--- src/rtl/core/sem_pkg.sv ---
// shared types and constants for the sobel edge magnitude block
// no dependencies
`default_nettype none

package sem_pkg;

  localparam int PIX_W = 8;
  localparam int ROW_W = 16;
  localparam int COL_W = 11;
  localparam int FW_W  = 12;
  localparam int FH_W  = 16;

  typedef logic [PIX_W-1:0] pix_t;
  typedef logic [ROW_W-1:0] row_t;
  typedef logic [COL_W-1:0] col_t;
  typedef logic [FW_W-1:0]  fw_t;
  typedef logic [FH_W-1:0]  fh_t;

  // two previous columns: [0..2] older top/mid/bot, [3..5] newer top/mid/bot
  typedef logic [5:0][PIX_W-1:0] win_t;

  // register index decoded from paddr
  typedef enum logic {
    REG_WIDTH  = 1'b0,
    REG_HEIGHT = 1'b1
  } reg_idx_t;

  localparam fw_t  WIDTH_RESET  = 12'd640;
  localparam fh_t  HEIGHT_RESET = 16'd480;
  localparam pix_t PIX_SAT      = 8'hFF;

  // up to three results caused by one pixel
  // slot 0: computed pixel (or row-0 zero), slot 1: right border zero,
  // slot 2: bottom row zero
  typedef struct packed {
    logic [2:0] mask;
    pix_t       val;
    row_t       a_row;
    col_t       a_col;
    row_t       b_row;
    row_t       c_row;
    col_t       col;
    logic       done;
  } burst_t;

endpackage

`default_nettype wire

--- src/rtl/core/sem_kernel.sv ---
// 3x3 sobel |gx|+|gy| saturated to 8 bits
// uses sem_pkg
`default_nettype none

module sem_kernel (
  input  sem_pkg::win_t win,
  input  sem_pkg::pix_t top,
  input  sem_pkg::pix_t mid,
  input  sem_pkg::pix_t bot,
  output sem_pkg::pix_t mag
);
  import sem_pkg::*;

  logic [9:0]         sum_r_col, sum_l_col, sum_b_row, sum_t_row;
  logic signed [10:0] gx, gy;
  logic [10:0]        gx_neg, gy_neg;
  logic [9:0]         ax, ay;
  logic [10:0]        total;

  always_comb begin
    sum_r_col = {2'b00, top}    + {1'b0, mid, 1'b0}    + {2'b00, bot};
    sum_l_col = {2'b00, win[0]} + {1'b0, win[1], 1'b0} + {2'b00, win[2]};
    sum_b_row = {2'b00, win[2]} + {1'b0, win[5], 1'b0} + {2'b00, bot};
    sum_t_row = {2'b00, win[0]} + {1'b0, win[3], 1'b0} + {2'b00, top};
    gx = $signed({1'b0, sum_r_col}) - $signed({1'b0, sum_l_col});
    gy = $signed({1'b0, sum_b_row}) - $signed({1'b0, sum_t_row});
    gx_neg = 11'd0 - gx;
    gy_neg = 11'd0 - gy;
    ax = gx[10] ? gx_neg[9:0] : gx[9:0];
    ay = gy[10] ? gy_neg[9:0] : gy[9:0];
    total = {1'b0, ax} + {1'b0, ay};
    mag = (total[10:8] != 3'b000) ? PIX_SAT : total[7:0];
  end

endmodule

`default_nettype wire

--- config.mk ---
export PLATFORM = sky130hd
export DESIGN_NAME = sem_kernel
export DESIGN_NICKNAME = d
export VERILOG_FILES = /design/src/rtl/core/sem_pkg.sv /design/src/rtl/core/sem_kernel.sv
export SDC_FILE = /design/constraint.sdc
export NUM_CORES = 1
export LEC_CHECK = 0
export BUFFER_PORTS_ARGS = -buffer_cell sky130_fd_sc_hd__buf_4
export CORE_MARGIN = 1
export CORE_UTILIZATION = 44
export DETAILED_ROUTE_END_ITERATION = 7
export PLACE_DENSITY = 0.77
export SYNTH_ARGS = -nofsm -noshare
export SYNTH_HDL_FRONTEND = slang
export SYNTH_SLANG_ARGS = --single-unit
--- constraint.sdc ---
create_clock -name vclk -period 8
set_input_delay 1.6 -clock vclk [all_inputs]
set_output_delay 1.6 -clock vclk [all_outputs]
set_load 0.01 [all_outputs]
* After elaboration in Yosys (flattened, before gate mapping) *
Cells that the tools add are included.

operators by class
  add/subtract/negate cells = 13
  multiplexer cells = 3
  reduce and logical (&&, ||, !) cells = 1

operator list
  cell                                                                  count
  10-bit by 8-bit adder with 10-bit output                              4
  8-bit by 9-bit adder with 10-bit output                               4
  10-bit by 10-bit subtractor with 11-bit output                        2
  10-bit 2-to-1 mux                                                     2
  1-bit by 10-bit subtractor with 10-bit output (first input constant)  2
  10-bit by 10-bit adder with 11-bit output                             1
  8-bit 2-to-1 mux                                                      1
  3-bit nonzero test                                                    1

storage, ports and cells
  register bits = 0
  bits of input ports = 72
  output and inout port bits = 8

* Depth between registers and ports, before layout *
  word-level depth = 8
  gate-level depth with buffers = 22

* Worst setup path after synthesis *
Ideal clock, no wire load.

  path kind = input to output
  start point = input top[7]
  end point = output mag[2]
  arrival = 6.297 ns
  path slack = 0.103 ns
  stages on the path = 21
  buffers on the path = 1
  cells stage by stage = inv_1 -> fa_1 -> fa_1 -> inv_1 -> fa_1 -> inv_1 -> ha_1 -> a21o_1 -> a21o_1 -> a41o_1 -> a21o_1 -> buf_2 -> mux2_1 -> inv_1 -> fa_1 -> nor2b_1 -> o21ai_0 -> a21oi_1 -> o2111ai_1 -> o2bb2ai_1 -> o21ai_0

on the way
  longest elaborated chain between the ends = 8
  elaborated cells between the ends (all ways) = 12

ends and longest elaborated chain
  what                                            line              source
  start: declaration                              sem_kernel.sv:7   input sem_pkg::pix_t top,
  8-bit by 9-bit adder with 10-bit output         sem_kernel.sv:21  sum_r_col = {2'b00, top} + {1'b0, mid, 1'b0} + {2'b00, bot};
  10-bit by 8-bit adder with 10-bit output        sem_kernel.sv:21
  10-bit by 10-bit subtractor with 11-bit output  sem_kernel.sv:25  gx = $signed({1'b0, sum_r_col}) - $signed({1'b0, sum_l_col});
  1-bit by 10-bit subtractor with 10-bit output   sem_kernel.sv:27  gx_neg = 11'd0 - gx;
  10-bit 2-to-1 mux                               sem_kernel.sv:29  ax = gx[10] ? gx_neg[9:0] : gx[9:0];
  10-bit by 10-bit adder with 11-bit output (*)   sem_kernel.sv:31  total = {1'b0, ax} + {1'b0, ay};
  3-bit nonzero test                              sem_kernel.sv:32  mag = (total[10:8] != 3'b000) ? PIX_SAT : total[7:0];
  8-bit 2-to-1 mux (*)                            sem_kernel.sv:32
  end: declaration                                sem_kernel.sv:10  output sem_pkg::pix_t mag

Every way passes the cells marked *; elsewhere a longest branch is shown, timed or not.

* Worst setup path in the final report *
  start point = input win[0] (netlist bit)
  end point = output mag[4]

on the way
  longest elaborated chain between the ends = 8
  elaborated cells between the ends (all ways) = 13

ends and longest elaborated chain
  what                                                                      line                                source
  start: declaration                                                        sem_kernel.sv:6                     input sem_pkg::win_t win,
  8-bit by 9-bit adder with 10-bit output, on equally long branches         sem_kernel.sv:22, sem_kernel.sv:24
  10-bit by 8-bit adder with 10-bit output, on equally long branches        sem_kernel.sv:22, sem_kernel.sv:24
  10-bit by 10-bit subtractor with 11-bit output, on equally long branches  sem_kernel.sv:25, sem_kernel.sv:26
  1-bit by 10-bit subtractor with 10-bit output, on equally long branches   sem_kernel.sv:27, sem_kernel.sv:28
  10-bit 2-to-1 mux, on equally long branches                               sem_kernel.sv:29, sem_kernel.sv:30
  10-bit by 10-bit adder with 11-bit output (*)                             sem_kernel.sv:31
  3-bit nonzero test                                                        sem_kernel.sv:32
  8-bit 2-to-1 mux (*)                                                      sem_kernel.sv:32

Marks and branches as above.

==> results.txt <==
Synthesized Nets: 547
drt wl/cell: 12.10 um
worst-path maximum fanout: 8
Avg Cell Area, Syn: 8.426 um2
CP Capture Type: primary output
Post-Syn Area: 3168 um2
most common cell in the netlist: inv_1
CP max stage cell: fa_1
fin nets: 677
die width: 86.86 um
Pre-Repair DR Iteration Count: 4
Clock Buffer Count: 0
largest cells by area after synthesis: fa_1 (40%), ha_1 (14%), inv_1 (14%)
first-pass GRT wire length: 11790 um
fmax: 0.1259 GHz
total gr overflow: 0
crit path cell chain: buf_8 > fa_1 > inv_2 > fa_2 > fa_1 > ha_4 > fa_2 > xor2_4 > or3b_4 > or3_4 > o31ai_4 > xnor2_1 > ha_2 > nor4_4 > o2111ai_2 > o2bb2ai_1 > buf_4 > o21ai_1 > buf_4
post-route ant nets: 0
DR vias/cell: 4.828
layout cell share with drive strength beyond 1: 36.90%
Worst Setup SP: win[0]
cell taking the most area after synthesis: fa_1
# IOs: 80
yosys warns: 0
cells after synthesis: 376
Final Hold Viols: 0
largest net degree at the start of global routing: 9
worst-margin pin slew: 0.3810 ns
register area: 0 um2
P&R area growth vs syn: 44.27%
DRT iter0 DRCs: 100
Core ar.: 6869 um2
RSZ-0062 raised after global routing: true
diode count: 0
crit-path max cell delay: 0.54 ns
commonest cells in the netlist: inv_1 (120), fa_1 (63), ha_1 (36)
register area share after synthesis: 0%
gr usage total: 19.17%
post-route core utilization: 66.54%
max cap viols: 0
Arrival @ worst endpoint: 6.34 ns
Die H: 86.86 um
via count: 2897
antenna violations before repair: 0
DRT Wirelength: 7262 um
num rows: 30
Post-DP HPWL: 6130 um
area of the multi-input gates: 3009 um2
Initial Utilization: 46.12%
fin crit share: 99.26%
CP Class: input pin to primary output
Hold Path Class: input pin to primary output
Yosys cell types: 36
CP delay by family, top: adder cells
status: completed
Max-slew headroom: 74.60%
# hold bufs at CTS: 0
DRC: 0
max-slew violations: 0
vias in the first global route: 3005
hold path startpoint: win[1]
Yosys top cell area share: 39.81%
required time of the worst setup path: 6.40 ns
Final Critical Period: 7.941 ns
CP Buf/Inv Count: 4
die area: 7544 um2
endpoints failing setup: 0
seq_cells: 0
Placer Congestion: 0.7688
CP Launch Type: input pin
fill count: 543
port buffer count: 72
[final timing paths]
check | endpoint | slack [ns] | depth (start not counted)
worst max-delay path | mag[4] | 0.06 | 19
worst min-delay path | mag[0] | 4.03 | 6
[area by class of cell]
cell class	count	area share, %
repair buffers	129	21.68
well taps	96	2.628
inverters	120	9.855
multi-input cells	255	65.84
[layout by cell type, fill, tap and decap left out, types with 7 or more instances in the layout]
| cell | synthesis | final |
|---|---|---|
| a21o_1 | 8 | 8 |
| a21oi_1 | 15 | 10 |
| buf_4 | 0 | 124 |
| fa_1 | 63 | 60 |
| ha_1 | 36 | 28 |
| inv_1 | 120 | 113 |
| inv_2 | 0 | 7 |
| nand2_1 | 8 | 8 |
| nor2_1 | 21 | 18 |
| o21ai_2 | 0 | 7 |
| xnor2_1 | 21 | 20 |
[routing by layer]
layer | up-vias | global-route usage (%) | part of all wire (%)
li1 | 1417 | - | -
met1 | 1405 | 21.66 | 38
met2 | 66 | 40.44 | 58
met3 | 9 | 0.1896 | 2.7
met4 | 0 | 2.424 | 1.3
met5 | - | 0 | 0
[cell families (layout without fill, tap and decap cells)]
kind of cell	Yosys count	count (layout)	synth area share (%)
simple gates	57	57	8.847
buf+inv	121	249	14.38
compound gates	69	69	14.38
fa+ha+maj	99	99	54.03
mux	1	1	0.3554
xor+xnor	29	29	8.018
[repair_timing]
item	4_1_cts	5_1_grt
pin swaps	19	53
resized for setup	27	55
endpoints found under the setup margin	8	8
buffers inserted	2	6
[metrics by stage]
step / setup WS [ns] / area [um2] / TNS [ns] / hold WS [ns] / cells
2_1_floorplan: 0.1028 / 3168 / 0 / 3.763 / 376
3_3_place_gp: -0.2087 / 4192 / -1.458 / 4.012 / 592
3_5_place_dp: -0.2750 / 4192 / -2.015 / 4.018 / 592
4_1_cts: 0.007015 / 4310 / 0 / 4.022 / 594
5_1_grt: -0.1161 / 4571 / -0.8236 / 4.111 / 600
6_report: 0.05889 / 4571 / 0 / 4.030 / 600
Power is not shown: default switching activity piles up to over one toggle a cycle in this logic, so the estimate is an artifact.
