### src/rtl/core/sem_pkg.sv
// shared types and constants for the sobel edge magnitude block
// no dependencies
`default_nettype none

package sem_pkg;

  localparam int PIX_W = 8;
  localparam int ROW_W = 16;
  localparam int COL_W = 11;
  localparam int FW_W  = 12;
  localparam int FH_W  = 16;

  typedef logic [PIX_W-1:0] pix_t;
  typedef logic [ROW_W-1:0] row_t;
  typedef logic [COL_W-1:0] col_t;
  typedef logic [FW_W-1:0]  fw_t;
  typedef logic [FH_W-1:0]  fh_t;

  // two previous columns: [0..2] older top/mid/bot, [3..5] newer top/mid/bot
  typedef logic [5:0][PIX_W-1:0] win_t;

  // register index decoded from paddr
  typedef enum logic {
    REG_WIDTH  = 1'b0,
    REG_HEIGHT = 1'b1
  } reg_idx_t;

  localparam fw_t  WIDTH_RESET  = 12'd640;
  localparam fh_t  HEIGHT_RESET = 16'd480;
  localparam pix_t PIX_SAT      = 8'hFF;

  // up to three results caused by one pixel
  // slot 0: computed pixel (or row-0 zero), slot 1: right border zero,
  // slot 2: bottom row zero
  typedef struct packed {
    logic [2:0] mask;
    pix_t       val;
    row_t       a_row;
    col_t       a_col;
    row_t       b_row;
    row_t       c_row;
    col_t       col;
    logic       done;
  } burst_t;

endpackage

`default_nettype wire

### src/rtl/core/sem_outq.sv
// result burst holder and output register: hands out the up to three
// results of one pixel one per cycle while out_stall is low; uses sem_pkg
`default_nettype none

module sem_outq (
  input  wire              clk,
  input  wire              rst_n,
  input  wire              load,
  input  sem_pkg::burst_t  burst,
  output logic             free,
  output logic             out_valid,
  input  wire              out_stall,
  output sem_pkg::pix_t    out_edge_value,
  output sem_pkg::row_t    out_row,
  output sem_pkg::col_t    out_col,
  output logic             out_frame_done
);
  import sem_pkg::*;

  burst_t     b_r;
  logic [2:0] mask_r, mask_nxt, mask_after;
  logic       ov_r;
  pix_t       val_r;
  row_t       row_r;
  col_t       col_r;
  logic       done_r;

  logic       out_free, move;
  pix_t       sel_val;
  row_t       sel_row;
  col_t       sel_col;
  logic       sel_done;

  always_comb begin
    out_free = !ov_r || !out_stall;
    move     = (mask_r != 3'b000) && out_free;
    if (mask_r[0]) begin
      sel_val = b_r.val;  sel_row = b_r.a_row; sel_col = b_r.a_col; sel_done = 1'b0;
    end else if (mask_r[1]) begin
      sel_val = '0;       sel_row = b_r.b_row; sel_col = b_r.col;   sel_done = 1'b0;
    end else begin
      sel_val = '0;       sel_row = b_r.c_row; sel_col = b_r.col;   sel_done = b_r.done;
    end
    // clear lowest pending slot once it moves out
    mask_after = move ? (mask_r & (mask_r - 3'd1)) : mask_r;
    free       = (mask_after == 3'b000);
    mask_nxt   = load ? burst.mask : mask_after;
  end

  always_ff @(posedge clk) begin
    if (!rst_n) begin
      mask_r <= 3'b000;
      ov_r   <= 1'b0;
    end else begin
      mask_r <= mask_nxt;
      if (out_free) begin
        ov_r <= move;
      end
    end
  end

  always_ff @(posedge clk) begin
    if (load) begin
      b_r <= burst;
    end
    if (move) begin
      val_r  <= sel_val;
      row_r  <= sel_row;
      col_r  <= sel_col;
      done_r <= sel_done;
    end
  end

  assign out_valid      = ov_r;
  assign out_edge_value = val_r;
  assign out_row        = row_r;
  assign out_col        = col_r;
  assign out_frame_done = done_r;

endmodule

`default_nettype wire

### config.mk
export PLATFORM = sky130hd
export DESIGN_NAME = sem_outq
export DESIGN_NICKNAME = d
export VERILOG_FILES = /design/src/rtl/core/sem_pkg.sv /design/src/rtl/core/sem_outq.sv
export SDC_FILE = /design/constraint.sdc
export NUM_CORES = 1
export LEC_CHECK = 0
export BUFFER_PORTS_ARGS = -buffer_cell sky130_fd_sc_hd__buf_4
export CORE_ASPECT_RATIO = 1.75
export CORE_MARGIN = 4
export CORE_UTILIZATION = 51
export CTS_CLUSTER_SIZE = 28
export DETAILED_ROUTE_END_ITERATION = 8
export GPL_TIMING_DRIVEN = 0
export PLACE_DENSITY_LB_ADDON = 0.05
export SYNTH_ARGS = -nofsm -noshare
export SYNTH_HDL_FRONTEND = slang
export SYNTH_SLANG_ARGS = --single-unit
export TNS_END_PERCENT = 1
### constraint.sdc
create_clock -name clk -period 3.55 [get_ports clk]
set_input_delay 0.355 -clock clk [delete_from_list [all_inputs] [get_ports clk]]
set_output_delay 0.355 -clock clk [all_outputs]
set_load 0.02 [all_outputs]
* Yosys cells after proc, flatten, opt, wreduce, memory -nomap -nowiden *
Cells that the tools add are included.

cells by class
  $add $sub $neg = 1
  mux-type cells = 5
  bitwise logic cells = 1
  reductions and logical operators = 7

operators with widths
  operator             count
  $mux 16              2
  $mux 11              1
  $mux 3               2
  $and 3x3->3          1
  $logic_not 3->1      1
  $reduce_bool 3->1    1
  $sub 3x1->3 const B  1
  $logic_not 1->1      2
  $reduce_or 2->1      1
  $logic_and 1x1->1    1
  $logic_or 1x1->1     1

word-level totals
  bits in registers = 119
  input port bits = 86
  output and inout port bits = 38
  logic and storage cells = 27

* Logic depth before layout (Yosys ltp) *
  depth in word-level cells = 5
  mapped depth = 4

* Least setup slack after synthesis *
No wires, ideal clock.

  path type = register -> register
  start point = register mask_r[0]
  end point = register col_r[0], in the netlist out_col[0], enable pin
  library setup time = 0.441 ns
  arrival time = 2.316 ns
  data required time = 3.109 ns
  setup slack = 0.792 ns
  cell stages (with the launch flop) = 4
  path buffers = 1
  period minus slack after synthesis = 2.758 ns
  path through = dfxtp_1 buf_4 nor3_1 a21oi_1

on the way
  cells in the longest elaborated chain, start to end = 2

RTL lines
  item                    line            RTL
  from (decl)             sem_outq.sv:21  logic [2:0] mask_r, mask_nxt, mask_after;
  from (signal assigned)  sem_outq.sv:55  mask_r <= mask_nxt;
  $reduce_bool 3->1       sem_outq.sv:36  move = (mask_r != 3'b000) && out_free;
  $logic_and 1x1->1       sem_outq.sv:36
  net move                sem_outq.sv:28  logic out_free, move;
  to (signal assigned)    sem_outq.sv:69  col_r <= sel_col;
  to (decl)               sem_outq.sv:25  col_t col_r;

The timed path passes the listed nets, and every way through them passes these cells.
A chain may end at the register's enable or synchronous reset.

* Worst setup path after layout *
  start point = register mask_r[0]
  end point = output port free

on the way
  cells in the longest elaborated chain, start to end = 4
  elaborated cells on any way between the ends = 6
  those cells by class = 1 x add/sub; 1 x mux; 1 x bitwise; 3 x reduce/logical

RTL lines
  item                                              line                            RTL
  $sub 3x1->3 or $reduce_bool 3->1 (tied branches)  sem_outq.sv:45, sem_outq.sv:36
  $and 3x3->3 or $logic_and 1x1->1 (tied branches)  sem_outq.sv:45, sem_outq.sv:36
  $mux 3 (*)                                        sem_outq.sv:45                  mask_after = move ? (mask_r & (mask_r - 3'd1)) : mask_r;
  $logic_not 3->1 (*)                               sem_outq.sv:46                  free = (mask_after == 3'b000);
  to (decl)                                         sem_outq.sv:10                  output logic free,

Mark *: on every way between the ends. The rest lies on a longest branch, timed or not.

==> impl_metrics.yaml <==
floorplan:
  core.rowCount: 43
  ios: 124
  die_w_um: 76.5
  fp.dieH_um: 128
  placeableCoreArea_um2: 7960
  start_util_pct: 52.6
  dieArea_um2: 9790
cts:
  h-tree-depth: 4
  numCtsBuffers: 17
  cts_buffer_depth: 2
  clockRootBuffer: "clkbuf_16"
  clk_latency_ps: 400
  clk_pin_slew_worst_paths_ps: 50
  cts_tree: "done"
  post_cts_buffers: 0
  cts_resized: 0
  clock-sinks: 119
  cts_hold_buf: 0
grt:
  grt.overflow.total: 0
  grt_pass1_wl_um: 12200
  grt_max_degree: 86
  grt_pass1_vias: 2437
  antenna_found_initial: 0
  grt_usage_pct: 17.4
synth:
  synth_cell_types: 24
  yosysTopAreaCellShare_pct: 82.4
  postSynthCellCount: 211
  synth_adder_area_share_pct: 0
  synth.area.mux_share_pct: 7.02
  syn-num-nets: 297
  async_flop_share_pct: 0
  ys.flop_type: "edfxtp_1"
  synth_xor_area_share_pct: 0
  syn_area_per_cell_um2: 19.9
  synth_area_um2: 4190
  synth-compound-area-share_pct: 3.08
  yosysWarnings: 0
  yosys.area_share.simple_pct: 3.97
  yosys-top-cells-area: "edfxtp_1, mux2i_1, mux2_2"
  synth_edf_count: 115
  ys_seq_elements: 119
  synth_area_leader_cell: "edfxtp_1"
  seq_area_frac_synth_pct: 84.3
  synth_top_family_by_area: "multiplexers"
drt:
  maxUsedRoutingLayer: "met4"
  drt_pass1_iterations: 6
  dr_wl_met2_um: 4560
  dr_total_vias: 2305
  met3_length_um: 516
  vias_per_cell: 5.07
  wire_per_inst_um: 17.6
  drc: 0
  met1_length_um: 2750
  drt_first_iter_violations: 144
  wirelength_um: 8010
  drtAntennaViolNets: 0
timing:
  final_max_slew_viol_count: 0
  worst_slew_pin_slew_ps: 1020
  period_share_pct: 55.3
  rsz0062_at_grt: "false"
  slew_headroom_pct: 31.9
  period_needed_ps: 1960
  finalClockSkew_ps: 8.00
  fin_setup_tns_ps: 0
  hold_viol: 0
  fmax_ghz: 0.509
  finalSetupViolCount: 0
worst_setup_path:
  cp_common_cell: "buf_4"
  cp_slowest_stage_delay_ps: 380
  critical_path_class: "flop to output port"
  cp-start-kind: "flop"
  crit_path_top_delay_cell: "or3_1"
  crit_arrival_ps: 1610
  crit_chain: "buf_4 > nor3_1 > or3_1 > buf_4"
  cp_max_fo: 10
  endpoint_kind: "output port"
  worst_ep_required_time_ps: 3190
flow_run:
  cap_violations: 0
status:
  outcome: "finished, final reports clean"
power:
  p_sw_share_pct: 19.6
  power.share.clock_pct: 45.9
  ir_drop_mv: 0.553
  power.switching_uw: 727
  intPower_mw: 2.98
  p_total_mw: 3.71
  power_density_nw_per_um2: 633
  pwr-share-seq_pct: 46.2
  p_leak_nw: 2.24
  comb_power_share_pct: 7.9
layout:
  regArea_um2: 3530
  multi_input_area_um2: 601
  synthToLayoutAreaGrowth_pct: 39.7
  drive_gt1_share_pct: 46.8
  final_nets: 440
  nFillCells: 553
  antenna_cells: 0
  fin_area_um2: 5860
min_path:
  hp-class: "primary input to flop"
place:
  globalplace.congestion: 0.742
  place_area_um2: 5270
  io_buffers: 123
  hpwl_um: 5430
## cells by family (layout without fill, tap and decap cells)
| group | Yosys count | after routing |
|---|---|---|
| and+or+nand+nor | 32 | 32 |
| DFF | 119 | 119 |
| buffers and inverters | 9 | 163 |
| muxes | 28 | 28 |
| AOI/OAI and AO/OA | 23 | 23 |
## power by group through the flow
stage                     clock, mW  sequential [mW]  combinational [mW]
after floorplan                   0             1.78              0.0692
after global placement            0             1.74               0.283
after detailed placement          0             1.74               0.298
after CTS                      1.73             1.71               0.299
after global routing           1.80             1.72               0.318
final                          1.70             1.71               0.294
## flip-flops by register name, indices dropped and copies added (netlist names)
signal and count:
b_r 79, mask_r 3, out_col 11, out_edge_value 8
out_frame_done 1, out_row 16, out_valid 1
## worst paths after layout
check,slack [ps],from,cells after the start,to
setup / recovery,1590,mask_r[0],4,free
hold / removal,130,burst[27],1,b_r[27]
setup reg to reg,1780,mask_r[0],4,out_frame_done
hold reg to reg,490,mask_r[2],2,out_valid
## layout by cell type, fill, tap and decap left out, drive strengths merged, types with 2 or more instances in the layout
master | netlist | final
clkbuf | 0 | 19
bufinv | 0 | 4
a21boi | 2 | 2
mux2 | 11 | 11
buf | 8 | 132
mux2i | 17 | 17
o21ai | 17 | 17
nor3b | 2 | 2
nand2 | 17 | 17
clkinv | 0 | 5
edfxtp | 115 | 115
clkinvlp | 0 | 2
and2 | 8 | 8
a211oi | 2 | 2
dfxtp | 4 | 4
## per-stage QoR
step                      setup slack [ps]  std cells  hold slack, ps  utilization (%)
final                                 1590        455             125             73.5
after floorplan                        792        211             454                -
after global placement                -266        424             473             65.6
after detailed placement              1770        425             489             66.1
after global routing                  1510        455             107             73.5
after CTS                             1560        455             113             73.5
## cells in the mapped netlist, types with 2 or more instances
cell	n
dfxtp_1	4
a211oi_1	2
and2_1	8
buf_2	5
mux2_2	11
o21ai_0	9
a21boi_0	2
edfxtp_1	115
o21ai_1	8
mux2i_1	17
nand2_1	17
## layout make-up
type / count / area share, %
multi-input combinational: 83 / 10.3
buffer: 8 / 1.09
inverter: 1 / 0.0641
clock inverter: 11 / 2.69
tap: 90 / 1.92
clock buffer: 19 / 7.39
sequential: 119 / 60.3
timing repair buffer: 124 / 16.2
## worst max-delay path, delay by kind of cell, from the launching register on
kind	cells	cell delay, ps
and+or+nand+nor	2	480
buffers and inverters	2	370
DFF	1	360
## per-layer routing
metal / GRT usage, % / vias up
li1: - / 1100
met1: 16.8 / 1101
met2: 31.2 / 90
met3: 7.31 / 14
met4: 8.86 / 0
met5: 0 / -
No activity file was read; power rests on OpenSTA's default activity.
